[src/design/cmac_ram.sv]
`timescale 1ns / 1ps
// ----------------------------------------------------------------------------
// cmac_ram
// Generic single-write, single-read synchronous RAM with a registered read
// port and a read enable that holds the read data.
// ----------------------------------------------------------------------------
module cmac_ram #(
  parameter int WIDTH = 8,
  parameter int DEPTH = 16
) (
  input  logic                                       clk_i,
  input  logic                                       we_i,
  input  logic [((DEPTH > 1) ? $clog2(DEPTH) : 1)-1:0] waddr_i,
  input  logic [WIDTH-1:0]                           wdata_i,
  input  logic                                       re_i,
  input  logic [((DEPTH > 1) ? $clog2(DEPTH) : 1)-1:0] raddr_i,
  output logic [WIDTH-1:0]                           rdata_o
);

  logic [WIDTH-1:0] mem [DEPTH];
  logic [WIDTH-1:0] rdata_q;

  always_ff @(posedge clk_i) begin
    if (we_i) begin
      mem[waddr_i] <= wdata_i;
    end
    if (re_i) begin
      rdata_q <= mem[raddr_i];
    end
  end

  assign rdata_o = rdata_q;

endmodule

[config.mk]
export PLATFORM = sky130hd
export DESIGN_NAME = cmac_ram
export DESIGN_NICKNAME = d
export VERILOG_FILES = /design/src/design/cmac_ram.sv
export SDC_FILE = /design/constraint.sdc
export NUM_CORES = 1
export LEC_CHECK = 0
export BUFFER_PORTS_ARGS = -buffer_cell sky130_fd_sc_hd__buf_2
export CORE_UTILIZATION = 44
export DETAILED_ROUTE_END_ITERATION = 16
export PLACE_DENSITY_LB_ADDON = 0.12
export SLEW_MARGIN = 25
export SYNTH_ARGS = -nofsm -noshare
export SYNTH_HDL_FRONTEND = slang
export SYNTH_SLANG_ARGS = --single-unit
[constraint.sdc]
create_clock -name clk_i -period 4.13 [get_ports clk_i]
set_input_delay 0.413 -clock clk_i [delete_from_list [all_inputs] [get_ports clk_i]]
set_output_delay 0.413 -clock clk_i [all_outputs]
set_load 0.02 [all_outputs]
Yosys cells after proc, flatten, opt, wreduce, memory -nomap -nowiden. Memory sizes are Yosys's and may differ from the RTL's. A register that Yosys moved wholly into a read port is not among the register bits. Index checks and enable logic that the tools add are counted. Widths: inputs -> output; s select.

Muxes and demuxes: 2.

Operators by type and width (count): $mux 1 (2).

Flip-flop bits (word level): 0. Bits in writable memories: 128. Input bits: 19. Output and inout port bits: 8. Word-level logic and storage cells: 3. Memories kept: 1.

Memory list: mem (words 16, bits a word 8, read ports 1, clocked after memory_dff 1, wr ports 1, RTL line 20) `logic [WIDTH-1:0] mem [DEPTH];`.

Logic depth before layout (Yosys ltp).
Depth after elaboration: 2. Gate-level depth with buffers: 5. Depth with buffers taken out: 3.

Worst setup path before layout. No wires, ideal clock.

Path type: in2reg. From: input waddr_i[2] in the netlist's numbering. To: memory mem[0][0], enable pin. Setup time: 383 ps. Data arrival time: 1523 ps. Slack: 2224 ps. Stages on the path: 2. Path buffers: 0. Cell sequence: or3b_2 -> nor3_1.

RTL lines: start: declaration (RTL line 13) `input logic [((DEPTH > 1) ? $clog2(DEPTH) : 1)-1:0] waddr_i,`; end: declaration (RTL line 20).

Straight into the memory's write port.

==> reports/qor.log <==
[cts] Post-CTS Setup Repair Bufs 0
[yosys] synthesized net count 248
[worst_setup_path] startpoint-to-endpoint class of the critical path in -> reg
[detailed_routing] total routed wirelength 9.89 mm
[cts] H-tree levels 4
[yosys] post-synthesis instance area 5230 um^2
[outcome] result of the run complete, but fails checks
[placed_design] post-detail-place hpwl 6.18 mm
[global_route] GRT Util Overall 17.6%
[global_route] vias in the first global route 2510
[yosys] distinct cell type count of the synthesized netlist 18
[finish] commonest cells after routing, fill and taps aside sky130_fd_sc_hd__edfxtp_1 (136), sky130_fd_sc_hd__buf_2 (26), sky130_fd_sc_hd__mux4_2 (18)
[cts] clock latency reported for the late side of the worst-skew pair 0.40 ns
[finish] Filler Cell Count 899
[cts] CTS tree built
[worst_setup_path] CP Data Arrival Time 2.20 ns
[worst_setup_path] required arrival time at the worst endpoint 4.28 ns
[sta] Setup Viol. Count Final 0
[sta] clock period minus final worst setup slack 2.05 ns
[finish] Nets 287
[yosys] Avg Cell Area, Syn 22.8 um^2
[sta] post-route fraction of the period consumed by the critical path 49.7%
[cts] Clock Pin Slew Worst Setup and Hold Paths 0.06 ns
[hold_path] Hold Crit Class in -> reg
[pwr] maximum resistive drop on vdd 273 uV
[floorplan] vertical die dimension 111 um
[floorplan] IO Count 27
[cts] clock tree buffer depth 2
[finish] synthesis-to-layout area growth 16.3%
[detailed_routing] TritonRoute pass-1 iters 10
[global_route] first-pass GRT wire length 15.1 mm
[floorplan] overall die width 111 um
[sta] Final Max Tran Viols 0
[global_route] largest net degree at the start of global routing 33
[cts] CTS root buf sky130_fd_sc_hd__clkbuf_16
[placed_design] routability congestion estimate from global placement 0.700
[sta] setup repair after global routing missed its margin no
[cts] Resized cells post-CTS 0
[yosys] Seq cells post-synth 136
[sta] Post-Route Setup TNS 0 ns
[floorplan] number of standard-cell rows in the floorplan 39
[detailed_routing] drt initial violations 224
[placed_design] number of port buffers 26
[cts] clk sinks 136
[sta] worst slew margin relative to its limit 36.6%
[sta] number of hold violations in the final report 0
[pwr] total power divided by cell area 530 nW/um^2
[worst_setup_path] CP Capture Type flop
[worst_setup_path] crit path launch type input pin
[sta] worst hold slack 0.377 ns
[pwr] static leakage 2.02 nW
[finish] antenna cells 0
[yosys] portion of the post-synthesis area used by sequential elements 78.1%
[sta] max frequency 0.487 GHz
[cts] cts-stage hold buffer count 0
[sta] clock skew 0.00453 ns
[worst_setup_path] Worst Path Max Fanout 22
[global_route] number of antenna violations at the first check in global routing 0
[yosys] synthesized instance count 229
[global_route] global route total overflow 0
[yosys] YS warnings 0
[finish] layout cells sized above 1 26.7%
[detailed_routing] DR WL/cell 23.3 um
[worst_setup_path] Register-to-Register Setup Slack 2.63 ns
[detailed_routing] count of nets left with antenna violations after detail routing 0
[floorplan] area inside the core boundary 11500 um^2
[detailed_routing] Remaining DRCs 10
[detailed_routing] count of vias placed by the detailed router 2346
[run] reported max-cap violation count 0
[floorplan] total die area 12300 um^2
[sta] Worst-Margin Slew 0.948 ns
[outcome] violations in the final reports design-rule violations
[floorplan] effective utilization at floorplan 45.4%
[detailed_routing] routed vias/inst 5.53
[finish] commonest non-fill, non-tap cell in the layout sky130_fd_sc_hd__edfxtp_1
[cts] CTS buffer count 17
==> worst max-delay path, cell delays in order <==
cell and delay, ns:
sky130_fd_sc_hd__buf_2 0.31, sky130_fd_sc_hd__buf_4 0.45, sky130_fd_sc_hd__mux4_1 0.60, sky130_fd_sc_hd__a22oi_1 0.30, sky130_fd_sc_hd__nand2_1 0.11
==> sequential cells by signal (all words and copies together), names as in the netlist <==
name / flops
rdata_o: 8
mem: 128
==> synth_stat cells, drive strengths merged <==
| cell type | n | area (um^2) |
|---|---|---|
| and2b | 1 | 7.51 |
| nor2 | 13 | 48.8 |
| clkdlybuf4s25 | 3 | 30.0 |
| buf | 7 | 56.3 |
| mux4 | 32 | 773 |
| nand2b | 2 | 12.5 |
| nand2 | 9 | 33.8 |
| edfxtp | 136 | 4080 |
| nand3b | 2 | 15.0 |
| nor2b | 1 | 6.26 |
| and2 | 1 | 6.26 |
| nand3 | 1 | 5.00 |
| nor3 | 4 | 20.0 |
| a22oi | 16 | 120 |
| or3b | 1 | 8.76 |
==> through the flow <==
stage	cell area, um^2	worst slack (ns)	util [%]	instances	total power (W)
floorplan	5230	2.22	-	229	0.00168
CTS	6080	2.02	52.8	424	0.00325
finish	6080	2.08	52.8	424	0.00322
global route	6080	1.93	52.8	424	0.00332
global placement	5490	1.61	47.6	392	0.00173
detailed placement	5490	1.62	47.6	392	0.00174
==> final timing paths <==
path | from | to | cells after the start
setup / recovery | raddr_i[0] | rdata_o[0] | 5
hold / removal | re_i | rdata_o[3] | 1
setup reg to reg | mem[1][0] | rdata_o[0] | 3
hold reg to reg | mem[8][1] | rdata_o[1] | 3
==> cell type report <==
| class | instances | area [um^2] | share of cell area (%) |
|---|---|---|---|
| clock inverters | 12 | 156 | 2.57 |
| clock buffers | 20 | 437 | 7.18 |
| repair buffers | 30 | 160 | 2.63 |
| well taps | 143 | 179 | 2.94 |
| flip-flops and latches | 136 | 4080 | 67.2 |
| multi-input cells | 83 | 1060 | 17.5 |
==> cell families (layout without fill, tap and decap cells) <==
group / after synthesis / count (layout) / synth area share [%]
multiplexers: 32 / 32 / 14.8
AND/OR/NAND/NOR: 35 / 35 / 3.14
flip-flops: 136 / 136 / 78.1
buffers and inverters: 10 / 62 / 1.65
AO/OA/AOI/OAI: 16 / 16 / 2.30
==> power breakdown <==
group	internal (W)	switching [W]	total [W]
logic	0.0000547	0.0000867	0.000141
clock network	0.000997	0.000520	0.00152
registers	0.00156	0.00000769	0.00156
==> layer usage <==
layer / vias to the layer above / routed length, um / global-route usage, %
met5: - / 0 / 0
met4: 0 / 106 / 6.39
met3: 8 / 306 / 4.54
met2: 50 / 4890 / 27.7
met1: 1227 / 4590 / 23.8
li1: 1061 / - / -
(Power assumes the default switching activity.)
