File: config.mk
export PLATFORM = sky130hd
export DESIGN_NAME = cmac_pipe
export DESIGN_NICKNAME = d
export VERILOG_FILES = /design/src/design/cmac_pkg.sv /design/src/design/cmac_pipe.sv
export SDC_FILE = /design/constraint.sdc
export NUM_CORES = 2
export LEC_CHECK = 0
export BUFFER_PORTS_ARGS = -buffer_cell sky130_fd_sc_hd__buf_2
export CORE_MARGIN = 3
export CORE_UTILIZATION = 45
export CTS_CLUSTER_SIZE = 8
export DETAILED_ROUTE_END_ITERATION = 12
export PLACE_DENSITY = 0.69
export SYNTH_ARGS = -nofsm -noshare
export SYNTH_HDL_FRONTEND = slang
export SYNTH_SLANG_ARGS = --single-unit
export TNS_END_PERCENT = 10
File: constraint.sdc
create_clock -name clk_i -period 11.36 [get_ports clk_i]
set_input_delay 1.136 -clock clk_i [delete_from_list [all_inputs] [get_ports clk_i]]
set_output_delay 1.136 -clock clk_i [all_outputs]
set_load 0.02 [all_outputs]
File: src/design/cmac_pkg.sv
`timescale 1ns / 1ps
// ----------------------------------------------------------------------------
// cmac_pkg
// Shared constants, types and helper functions of the circle and mask
// alpha compositor.
// ----------------------------------------------------------------------------
package cmac_pkg;

  // Mask atlas geometry
  localparam int MASK_SIZE  = 54;
  localparam int MASK_DEPTH = MASK_SIZE * MASK_SIZE;
  localparam int MASK_HALF  = MASK_SIZE / 2;
  localparam int MASK_AW    = (MASK_DEPTH > 1) ? $clog2(MASK_DEPTH) : 1;
  localparam int MASK_CW    = (MASK_SIZE > 1) ? $clog2(MASK_SIZE) : 1;

  // Blend constants
  localparam logic [23:0] COLOR_WHITE = 24'hFF_FFFF;
  localparam logic [23:0] COLOR_SLATE = 24'h1E_2D41;
  localparam logic [7:0]  RING_GAIN   = 8'd230;
  localparam logic [7:0]  FILL_GAIN   = 8'd180;
  localparam logic [7:0]  MASK_GAIN   = 8'd245;
  localparam logic [7:0]  FULL_ALPHA  = 8'd255;

  // Configuration port
  localparam int CFG_IW = 3;
  localparam int CFG_DW = 13;

  localparam logic [12:0] FRAME_W_RST = 13'd640;
  localparam logic [12:0] FRAME_H_RST = 13'd480;

  typedef enum logic [CFG_IW-1:0] {
    CFG_CENTER_X = 3'd0,
    CFG_CENTER_Y = 3'd1,
    CFG_RADIUS   = 3'd2,
    CFG_ALPHA    = 3'd3,
    CFG_FRAME_W  = 3'd4,
    CFG_FRAME_H  = 3'd5
  } cfg_idx_e;

  typedef struct packed {
    logic [12:0] center_x;   // two's complement
    logic [12:0] center_y;   // two's complement
    logic [9:0]  radius;
    logic [7:0]  alpha;
    logic [12:0] frame_w;
    logic [12:0] frame_h;
  } cfg_t;

  // Mask store access from the pipeline
  typedef struct packed {
    logic               we;
    logic [MASK_AW-1:0] waddr;
    logic [7:0]         wdata;
    logic [MASK_AW-1:0] raddr;
  } ram_req_t;

  // floor(y / 255) for a 24-bit y. The shift-add estimate is at most one
  // short, so a single remainder check fixes it.
  function automatic logic [23:0] div255(input logic [23:0] y);
    logic [24:0] sum;
    logic [16:0] q;
    logic [25:0] rem;
    sum = {1'b0, y} + 25'(y >> 8) + 25'(y >> 16);
    q   = sum[24:8];
    rem = 26'(y) - (26'(q) << 8) + 26'(q);
    if (rem >= 26'd255) begin
      q = q + 17'd1;
    end
    return 24'(q);
  endfunction

endpackage

File: src/design/cmac_pipe.sv
`timescale 1ns / 1ps
// ----------------------------------------------------------------------------
// cmac_pipe
// Seven-stage compositing pipeline: geometry, mask lookup, circle blend and
// mask blend. The whole pipe moves on adv_i.
// ----------------------------------------------------------------------------
module cmac_pipe (
  input  logic                clk_i,
  input  logic                rst_ni,
  input  logic                adv_i,
  input  logic                acc_i,
  input  logic                req_type_i,
  input  logic [11:0]         pixel_x_i,
  input  logic [11:0]         pixel_y_i,
  input  logic [31:0]         back_color_i,
  input  logic [11:0]         mask_index_i,
  input  logic [7:0]          mask_alpha_i,
  input  cmac_pkg::cfg_t      cfg_i,
  output cmac_pkg::ram_req_t  ram_o,
  input  logic [7:0]          ram_rdata_i,
  output logic                out_valid_o,
  output logic [11:0]         out_x_o,
  output logic [11:0]         out_y_o,
  output logic [31:0]         out_color_o
);

  localparam int NST = 7;

  // valid and coordinates travel through every stage
  logic [NST-1:0] v_q;
  logic [11:0]    x_q [NST];
  logic [11:0]    y_q [NST];

  // ---------------- stage 0: geometry and mask address --------------------
  logic [13:0] dx_d, dy_d;
  logic [12:0] adx_d, ady_d;
  logic [14:0] mx_d, my_d;
  logic        hit_d, en_d;

  always_comb begin
    dx_d  = {2'b00, pixel_x_i} - {cfg_i.center_x[12], cfg_i.center_x};
    dy_d  = {2'b00, pixel_y_i} - {cfg_i.center_y[12], cfg_i.center_y};
    adx_d = dx_d[13] ? 13'(-dx_d) : dx_d[12:0];
    ady_d = dy_d[13] ? 13'(-dy_d) : dy_d[12:0];
    mx_d  = {3'b000, pixel_x_i} - {{2{cfg_i.center_x[12]}}, cfg_i.center_x}
            + 15'(cmac_pkg::MASK_HALF);
    my_d  = {3'b000, pixel_y_i} - {{2{cfg_i.center_y[12]}}, cfg_i.center_y}
            + 15'(cmac_pkg::MASK_HALF);
    // sign bit clear means nonnegative; then unsigned compare is safe
    hit_d = !mx_d[14] && !my_d[14] && (mx_d < 15'(cmac_pkg::MASK_SIZE))
            && (my_d < 15'(cmac_pkg::MASK_SIZE));
    en_d  = (cfg_i.alpha != 8'd0) && (cfg_i.radius != 10'd0)
            && ({1'b0, pixel_x_i} < cfg_i.frame_w)
            && ({1'b0, pixel_y_i} < cfg_i.frame_h);

    ram_o.we    = acc_i && req_type_i
                  && (32'(mask_index_i) < 32'(cmac_pkg::MASK_DEPTH));
    ram_o.waddr = cmac_pkg::MASK_AW'(mask_index_i);
    ram_o.wdata = mask_alpha_i;
    ram_o.raddr = hit_d
      ? cmac_pkg::MASK_AW'(cmac_pkg::MASK_AW'(my_d[cmac_pkg::MASK_CW-1:0])
                           * cmac_pkg::MASK_AW'(cmac_pkg::MASK_SIZE)
                           + cmac_pkg::MASK_AW'(mx_d[cmac_pkg::MASK_CW-1:0]))
      : '0;
  end

  // stage 1 registers
  logic [31:0] s1_col_q;
  logic [12:0] s1_adx_q, s1_ady_q;
  logic        s1_hit_q, s1_en_q;

  // ---------------- stage 1: squares, mask times alpha --------------------
  logic [25:0] dx2_d, dy2_d;
  logic [19:0] r2_d, rm2_d;
  logic [9:0]  rm_d;
  logic [15:0] ma_d;

  always_comb begin
    dx2_d = 26'(s1_adx_q) * 26'(s1_adx_q);
    dy2_d = 26'(s1_ady_q) * 26'(s1_ady_q);
    r2_d  = 20'(cfg_i.radius) * 20'(cfg_i.radius);
    // |r - 2|: radius one squares to one
    rm_d  = (cfg_i.radius >= 10'd2) ? (cfg_i.radius - 10'd2) : (10'd2 - cfg_i.radius);
    rm2_d = 20'(rm_d) * 20'(rm_d);
    ma_d  = 16'(ram_rdata_i) * 16'(cfg_i.alpha);
  end

  logic [31:0] s2_col_q;
  logic [25:0] s2_dx2_q, s2_dy2_q;
  logic [19:0] s2_r2_q, s2_rm2_q;
  logic [15:0] s2_ma_q;
  logic        s2_hit_q, s2_en_q;

  // ---------------- stage 2: ring/fill decision, mask alpha step one ------
  logic [26:0] d2_d;
  logic        inside_d, ring_d;
  logic [7:0]  a_ring_d, a_fill_d, ca_d;
  logic [23:0] cfg_d;
  logic [15:0] q1_d;

  always_comb begin
    d2_d     = 27'(s2_dx2_q) + 27'(s2_dy2_q);
    inside_d = d2_d <= 27'(s2_r2_q);
    ring_d   = d2_d > 27'(s2_rm2_q);
    a_ring_d = 8'(cmac_pkg::div255(24'(cfg_i.alpha) * 24'(cmac_pkg::RING_GAIN)));
    a_fill_d = 8'(cmac_pkg::div255(24'(cfg_i.alpha) * 24'(cmac_pkg::FILL_GAIN)));
    ca_d     = !inside_d ? 8'd0 : (ring_d ? a_ring_d : a_fill_d);
    cfg_d    = ring_d ? cmac_pkg::COLOR_WHITE : cmac_pkg::COLOR_SLATE;
    q1_d     = 16'(cmac_pkg::div255(24'(s2_ma_q) * 24'(cmac_pkg::MASK_GAIN)));
  end

  logic [31:0] s3_col_q;
  logic [7:0]  s3_ca_q;
  logic [23:0] s3_fg_q;
  logic [15:0] s3_q1_q;
  logic        s3_hit_q, s3_en_q;

  // ---------------- stage 3: circle blend products, mask alpha step two ---
  logic [15:0] sum1_d [3];
  logic [7:0]  a3_d;

  always_comb begin
    for (int c = 0; c < 3; c++) begin
      sum1_d[c] = 16'(s3_col_q[8*c +: 8]) * 16'(cmac_pkg::FULL_ALPHA - s3_ca_q)
                + 16'(s3_fg_q[8*c +: 8]) * 16'(s3_ca_q);
    end
    a3_d = 8'(cmac_pkg::div255(24'(s3_q1_q)));
  end

  logic [31:0] s4_col_q;
  logic [15:0] s4_sum_q [3];
  logic        s4_apply_q;
  logic [7:0]  s4_a3_q;
  logic        s4_mh_q;

  // ---------------- stage 4: circle blend divide --------------------------
  logic [31:0] col1_d;

  always_comb begin
    if (s4_apply_q) begin
      col1_d[31:24] = 8'h00;
      for (int c = 0; c < 3; c++) begin
        col1_d[8*c +: 8] = 8'(cmac_pkg::div255(24'(s4_sum_q[c])));
      end
    end else begin
      col1_d = s4_col_q;
    end
  end

  logic [31:0] s5_col_q;
  logic [7:0]  s5_a3_q;
  logic        s5_mh_q;

  // ---------------- stage 5: mask blend products (toward white) -----------
  logic [15:0] sum2_d [3];

  always_comb begin
    for (int c = 0; c < 3; c++) begin
      sum2_d[c] = 16'(s5_col_q[8*c +: 8]) * 16'(cmac_pkg::FULL_ALPHA - s5_a3_q)
                + 16'(cmac_pkg::FULL_ALPHA) * 16'(s5_a3_q);
    end
  end

  logic [31:0] s6_col_q;
  logic [15:0] s6_sum_q [3];
  logic        s6_apply_q;

  // ---------------- stage 6: mask blend divide ----------------------------
  logic [31:0] col2_d;

  always_comb begin
    if (s6_apply_q) begin
      col2_d[31:24] = 8'h00;
      for (int c = 0; c < 3; c++) begin
        col2_d[8*c +: 8] = 8'(cmac_pkg::div255(24'(s6_sum_q[c])));
      end
    end else begin
      col2_d = s6_col_q;
    end
  end

  logic [31:0] out_col_q;

  // ---------------- registers ---------------------------------------------
  always_ff @(posedge clk_i or negedge rst_ni) begin
    if (!rst_ni) begin
      v_q <= '0;
    end else if (adv_i) begin
      v_q <= {v_q[NST-2:0], acc_i && !req_type_i};
    end
  end

  always_ff @(posedge clk_i) begin
    if (adv_i) begin
      x_q[0] <= pixel_x_i;
      y_q[0] <= pixel_y_i;
      for (int s = 1; s < NST; s++) begin
        x_q[s] <= x_q[s-1];
        y_q[s] <= y_q[s-1];
      end

      s1_col_q <= back_color_i;
      s1_adx_q <= adx_d;
      s1_ady_q <= ady_d;
      s1_hit_q <= hit_d;
      s1_en_q  <= en_d;

      s2_col_q <= s1_col_q;
      s2_dx2_q <= dx2_d;
      s2_dy2_q <= dy2_d;
      s2_r2_q  <= r2_d;
      s2_rm2_q <= rm2_d;
      s2_ma_q  <= ma_d;
      s2_hit_q <= s1_hit_q;
      s2_en_q  <= s1_en_q;

      s3_col_q <= s2_col_q;
      s3_ca_q  <= ca_d;
      s3_fg_q  <= cfg_d;
      s3_q1_q  <= q1_d;
      s3_hit_q <= s2_hit_q;
      s3_en_q  <= s2_en_q;

      s4_col_q   <= s3_col_q;
      s4_sum_q   <= sum1_d;
      s4_apply_q <= s3_en_q && (s3_ca_q != 8'd0);
      s4_a3_q    <= a3_d;
      s4_mh_q    <= s3_en_q && s3_hit_q;

      s5_col_q <= col1_d;
      s5_a3_q  <= s4_a3_q;
      s5_mh_q  <= s4_mh_q;

      s6_col_q   <= s5_col_q;
      s6_sum_q   <= sum2_d;
      // a nonzero mask alpha implies a nonzero mask entry
      s6_apply_q <= s5_mh_q && (s5_a3_q != 8'd0);

      out_col_q <= col2_d;
    end
  end

  assign out_valid_o = v_q[NST-1];
  assign out_x_o     = x_q[NST-1];
  assign out_y_o     = y_q[NST-1];
  assign out_color_o = out_col_q;

endmodule

; Word-level counts from Yosys, hierarchy flattened
; Memories as Yosys holds them, arrays and structs flattened.
; Cells that the tools add are included.
[totals]
elab_cells = 177
memories = 2
out_inout_bits = 90
ff_bits = 535
ramBits = 168
in_bits = 159
[classes]
magnitude_cmp = 18
reduce_logical = 19
multipliers = 19
n_addsub = 61
muxes = 20
[mem_list]
columns = memory, depth, word_bits, rd, rd_clocked_by_memory_dff, write_ports, line
row1 = x_q, 7, 12, 7, 0, 7, cmac_pipe.sv:31  ; logic [11:0] x_q [NST];
row2 = y_q, 7, 12, 7, 0, 7, cmac_pipe.sv:32  ; logic [11:0] y_q [NST];
[ops]
columns = op, count
row1 = $ge 26x8->1 const B, 10
row2 = $add 18x10->19, 9
row3 = $sub 16x17->18, 9
row4 = $add 16x8->17, 9
row5 = $add 16x16->16, 6
row6 = $mux 8, 10
row7 = $add 8x1->8 const B, 9
row8 = $mux 24, 3
row9 = $mul 8x16->16, 4
row10 = $mul 8x8->16, 4
row11 = $sub 13x13->14, 4
row12 = $mul 13x13->26, 2
row13 = $mul 10x10->20, 2
row14 = $mul 9x9->16, 2
row15 = $add 14x6->15 const B, 2
row16 = $lt 15x6->1 const B, 2
row17 = $add 26x26->27, 1
row18 = $gt 27x20->1, 1
row19 = $le 27x20->1, 1
row20 = $add 26x17->26, 1
row21 = $lt 12x13->1, 2
row22 = $mux 13, 2
row23 = $neg 13->13, 2
row24 = $sub 24x25->26, 1
row25 = other kinds (22), 39

; Logic depth before layout (Yosys ltp)
[depth]
word_depth = 7
depth_mapped = 53
ltp_nobuf = 51

; Least setup slack after synthesis
; OpenSTA, ideal clock, no wires.
[synth_timing]
kind = reg-to-reg
start = register s2_ma_q[1]
end = register s3_q1_q[15] (data pin)
setup_ns = 0.260
t_required_ns = 11.100
period_less_slack_ns = 10.974
setup_slack_ns = 0.386
arrival_time_ns = 10.714
path_buffers = 1
stages_incl_launch_ff = 50
cell_sequence = edfxtp_1 > inv_1 > fa_1 > inv_1 > fa_1 > inv_1 > fa_1 > fa_1 > inv_1 > ha_1 > or3_1 > o21ai_0 > a31oi_1 > a311o_1 > a21oi_1 > o21ai_0 > a21o_1 > a21oi_1 > [14 not listed] > ha_1 > inv_1 > fa_1 > inv_1 > ha_1 > a21o_1 > a21o_1 > a21oi_1 > o211ai_1 > or4_1 > nor4_1 > nand3_1 > nor4_1 > o2111ai_1 > clkbuf_1 > nand4_1 > nor3_1 > xnor2_1
[synth_between]
elab_chain_cells = 7
[synth_lines]
columns = item, line
row1 = start: declaration, cmac_pipe.sv:91  ; logic [15:0] s2_ma_q;
row2 = start signal: assignment, cmac_pipe.sv:213  ; s2_ma_q <= ma_d;
row3 = $mul 16x8->24 *, cmac_pipe.sv:109  ; q1_d = 16'(cmac_pkg::div255(24'(s2_ma_q) * 24'(cmac_pkg::MASK_GAIN)));
row4 = $add 24x16->25, cmac_pkg.sv:63  ; sum = {1'b0, y} + 25'(y >> 8) + 25'(y >> 16);
row5 = $add 25x8->25, cmac_pkg.sv:63
row6 = $sub 24x25->26, cmac_pkg.sv:65  ; rem = 26'(y) - (26'(q) << 8) + 26'(q);
row7 = $add 26x17->26, cmac_pkg.sv:65
row8 = $ge 26x8->1, cmac_pkg.sv:66  ; if (rem >= 26'd255) begin
row9 = $mux 16 *, cmac_pkg.sv:66
row10 = net q1_d[15], cmac_pipe.sv:99  ; logic [15:0] q1_d;
row11 = end signal: assignment, cmac_pipe.sv:220  ; s3_q1_q <= q1_d;
row12 = end: declaration, cmac_pipe.sv:115  ; logic [15:0] s3_q1_q;
; Mark *: on every way through the listed nets, which the timed path passes. The rest lies on a longest branch.
; A chain may end at the register's enable or synchronous reset.

; Final worst setup path
[layout_timing]
start = register s2_ma_q[3]
end = register s3_q1_q[10] (data pin)
; Same word-level chain as after synthesis.

==> summary.txt <==
Timing
  • # setup viols final: 0
  • Worst Max-Slew Pin Slew: 1.26 ns
  • Final Worst Setup Slack: 0.590 ns
  • Fin Setup TNS: 0 ns
  • Post-layout min period: 10.77 ns
  • Max-slew violation count: 0
  • Clock skew: 0.0616 ns
  • Hold WS: 0.200 ns
  • Hold violation count in the final report: 0
  • Slew HR: 16.1%
  • Final Cycle Share: 94.8%
  • Max Freq: 0.0928 GHz

Floorplan
  • Core Rows: 157
  • Core area: 183000 um^2
  • Die area: 190000 um^2
  • Io pins: 249
  • Die Y: 436 um
  • Initial Util: 45.4%
  • Die width: 436 um

Yosys
  • Seq/Total Area, Yosys: 24.3%
  • Main synth FF type: edfxtp_1
  • Cell area after synthesis: 83200 um^2
  • Most common cell in the netlist: inv_1
  • Number of synthesized flops with an enable pin: 668
  • Post-synth top area cell: edfxtp_1
  • Avg Cell Area, Syn: 10.0 um^2
  • Leading post-synthesis cells by cell area: edfxtp_1 24%, fa_1 21%, ha_1 18%
  • Synth cell types: 109
  • Cells after synthesis: 8297
  • #FFs+latches synth: 675
  • Synth Warn #: 0
  • Most frequent cells after synthesis: 1619 x inv_1, 1190 x ha_1, 883 x fa_1, 668 x edfxtp_1, 460 x nand2_1
  • Ys async rst share: 1.04%
  • Top-area cell type share of the netlist area: 24.1%

Placed design
  • HPWL Detailed: 146000 um
  • DP Area: 87700 um^2
  • I/O Buffers: 228
  • Dpl ws: 0.0976 ns
  • RD Place Congestion: 0.911

Worst setup path
  • CP Launch Type: flip-flop
  • Req. time, crit path: 11.79 ns
  • Crit path largest cell delay: 0.54 ns
  • R2r setup slk: 0.59 ns
  • WS Path Type: flip-flop to flip-flop
  • R2R cell count: 52
  • Critical-path top delay cell: fa_1
  • Crit-path max FO: 6
  • WP data arrival: 11.20 ns
  • R2r endpoint: s3_q1_q[10]
  • Crit path capture type: flip-flop
  • RR Startpoint: s2_ma_q[3]

Clock tree
  • Inserted Clock Buffers: 100
  • Worst-skew pair later-pin latency: 0.74 ns
  • Cts hold-fix bufs: 0
  • Number of H-tree levels: 3
  • Root buffer cell: clkbuf_16
  • Clock transition at path regs: 0.05 ns
  • CTS sink cnt: 675
  • CTS tree: built
  • Clk buf depth: 3

Global route
  • Largest net degree at the start of global routing: 152
  • Initial antenna violation count: 4
  • GRT overflow: 0
  • Met1 GRT Util: 25.3%
  • M3 GR Usage: 2.28%
  • Vias in the first global route: 61101
  • GRT met2 Usage: 33.6%
  • Gr busiest metal: met2
  • GRT Util Overall: 19.4%
  • First-pass GRT wire length: 304000 um

Cells and area
  • Register area: 20200 um^2
  • Area growth syn-to-layout: 8.92%
  • Multi-input gate area: 56400 um^2
  • Layout net count: 10832
  • Post-route cell area: 90700 um^2
  • # diodes: 0
  • Filler cell count: 16688
  • Layout cell share with drive strength beyond 1: 6.62%

Route
  • Drt via density: 5.20
  • DRT iter0 DRCs: 2976
  • Pre-antenna DRT Iters: 7
  • DRC errors left: 0
  • WL/cell: 16.5 um
  • Detail Route Antenna Nets: 0
  • Detailed Route WL: 182000 um
  • Vias after detailed routing: 57717

Flow run
  • Maxcap violations: 0

Status
  • Outcome: complete, no violations

Hold path
  • Hold Path Class: input port to asynchronous set/reset pin
## metrics by stage
step | utilization (%) | cells
floorplan | - | 8302
global placement | 47.8 | 10960
detailed placement | 47.8 | 10960
CTS | 49.3 | 11088
global route | 49.4 | 11090
finish | 49.4 | 11090
## worst max-delay path, delay by kind of cell, from the launching register on
kind / cells / cell delay (ns)
flip-flops: 1 / 0.35
adder cells (fa/ha/maj): 9 / 3.63
AO/OA/AOI/OAI: 18 / 2.80
AND/OR/NAND/NOR: 12 / 2.27
buffers and inverters: 11 / 1.13
XOR/XNOR: 2 / 0.35
## routing by layer
layer	wire, um	vias up
met3	7170	300
met1	81000	28337
met2	89100	1097
met5	0	-
li1	-	27983
met4	5220	0
## kinds of logic after synthesis
group                    Yosys count  synth area share, %
flip-flops                       675                 24.3
AO/OA/AOI/OAI                   1193                 9.36
other                              1              0.00450
XOR/XNOR                         618                 6.64
AND/OR/NAND/NOR                 1921                 11.9
multiplexers                      45                0.582
buffers and inverters           1770                 8.08
adder cells (fa/ha/maj)         2074                 39.1
## layout by cell type (no fill, tap or decap), types with 92 or more instances in the layout
cell type,netlist,routed
a21o_1,126,126
a21oi_1,366,357
and2_1,208,208
buf_2,2,227
buf_4,21,110
clkbuf_16,0,100
edfxtp_1,668,668
fa_1,883,883
ha_1,1190,1190
inv_1,1619,1618
nand2_1,460,459
nand2b_1,118,118
nand3_1,92,92
nor2_1,365,363
nor2b_1,291,291
nor3_1,102,100
o21ai_0,190,183
o21bai_1,101,101
xnor2_1,431,430
xor2_1,178,176
## worst max path at each step
stage / from / endpoint / cells after the start
2_1_floorplan: s2_ma_q[1] / s3_q1_q[15] / 49
3_3_place_gp: s2_ma_q[1] / s3_q1_q[14] / 50
3_5_place_dp: s2_ma_q[2] / s3_q1_q[14] / 46
4_1_cts: s2_ma_q[2] / s3_q1_q[14] / 46
5_1_grt: s2_ma_q[3] / s3_q1_q[10] / 52
6_report: s2_ma_q[3] / s3_q1_q[10] / 52
## registers in the layout (all words and copies together), names as in the netlist, 8 cells and up
signal and cells:
out_color_o 32, s1_adx_q 13, s1_ady_q 13, s1_col_q 32
s2_col_q 32, s2_dx2_q 25, s2_dy2_q 25, s2_ma_q 16
s2_r2_q 19, s2_rm2_q 18, s3_ca_q 8, s3_col_q 32
s3_q1_q 16, s4_a3_q 8, s4_col_q 32, s4_sum_q 48
s5_a3_q 8, s5_col_q 32, s6_col_q 32, s6_sum_q 48
x_q 84, y_q 84
## final cells by class
type	count	area share, %
clock buffer	102	2.77
clock inverter	26	0.309
inverter	1626	6.73
multi-input combinational	5857	62.3
sequential	675	22.3
tap	2464	3.40
timing repair buffer	340	2.22
## timing repair
item | in CTS | in global routing
endpoints found under the hold margin | 0 | 0
setup endpoints to repair | 0 | 16
resized for setup | 0 | 40
setup buffers | 0 | 2
Power is left out: the tool's default activity adds up to more than one toggle a clock period on the data nets, which glitch-free logic cannot reach.
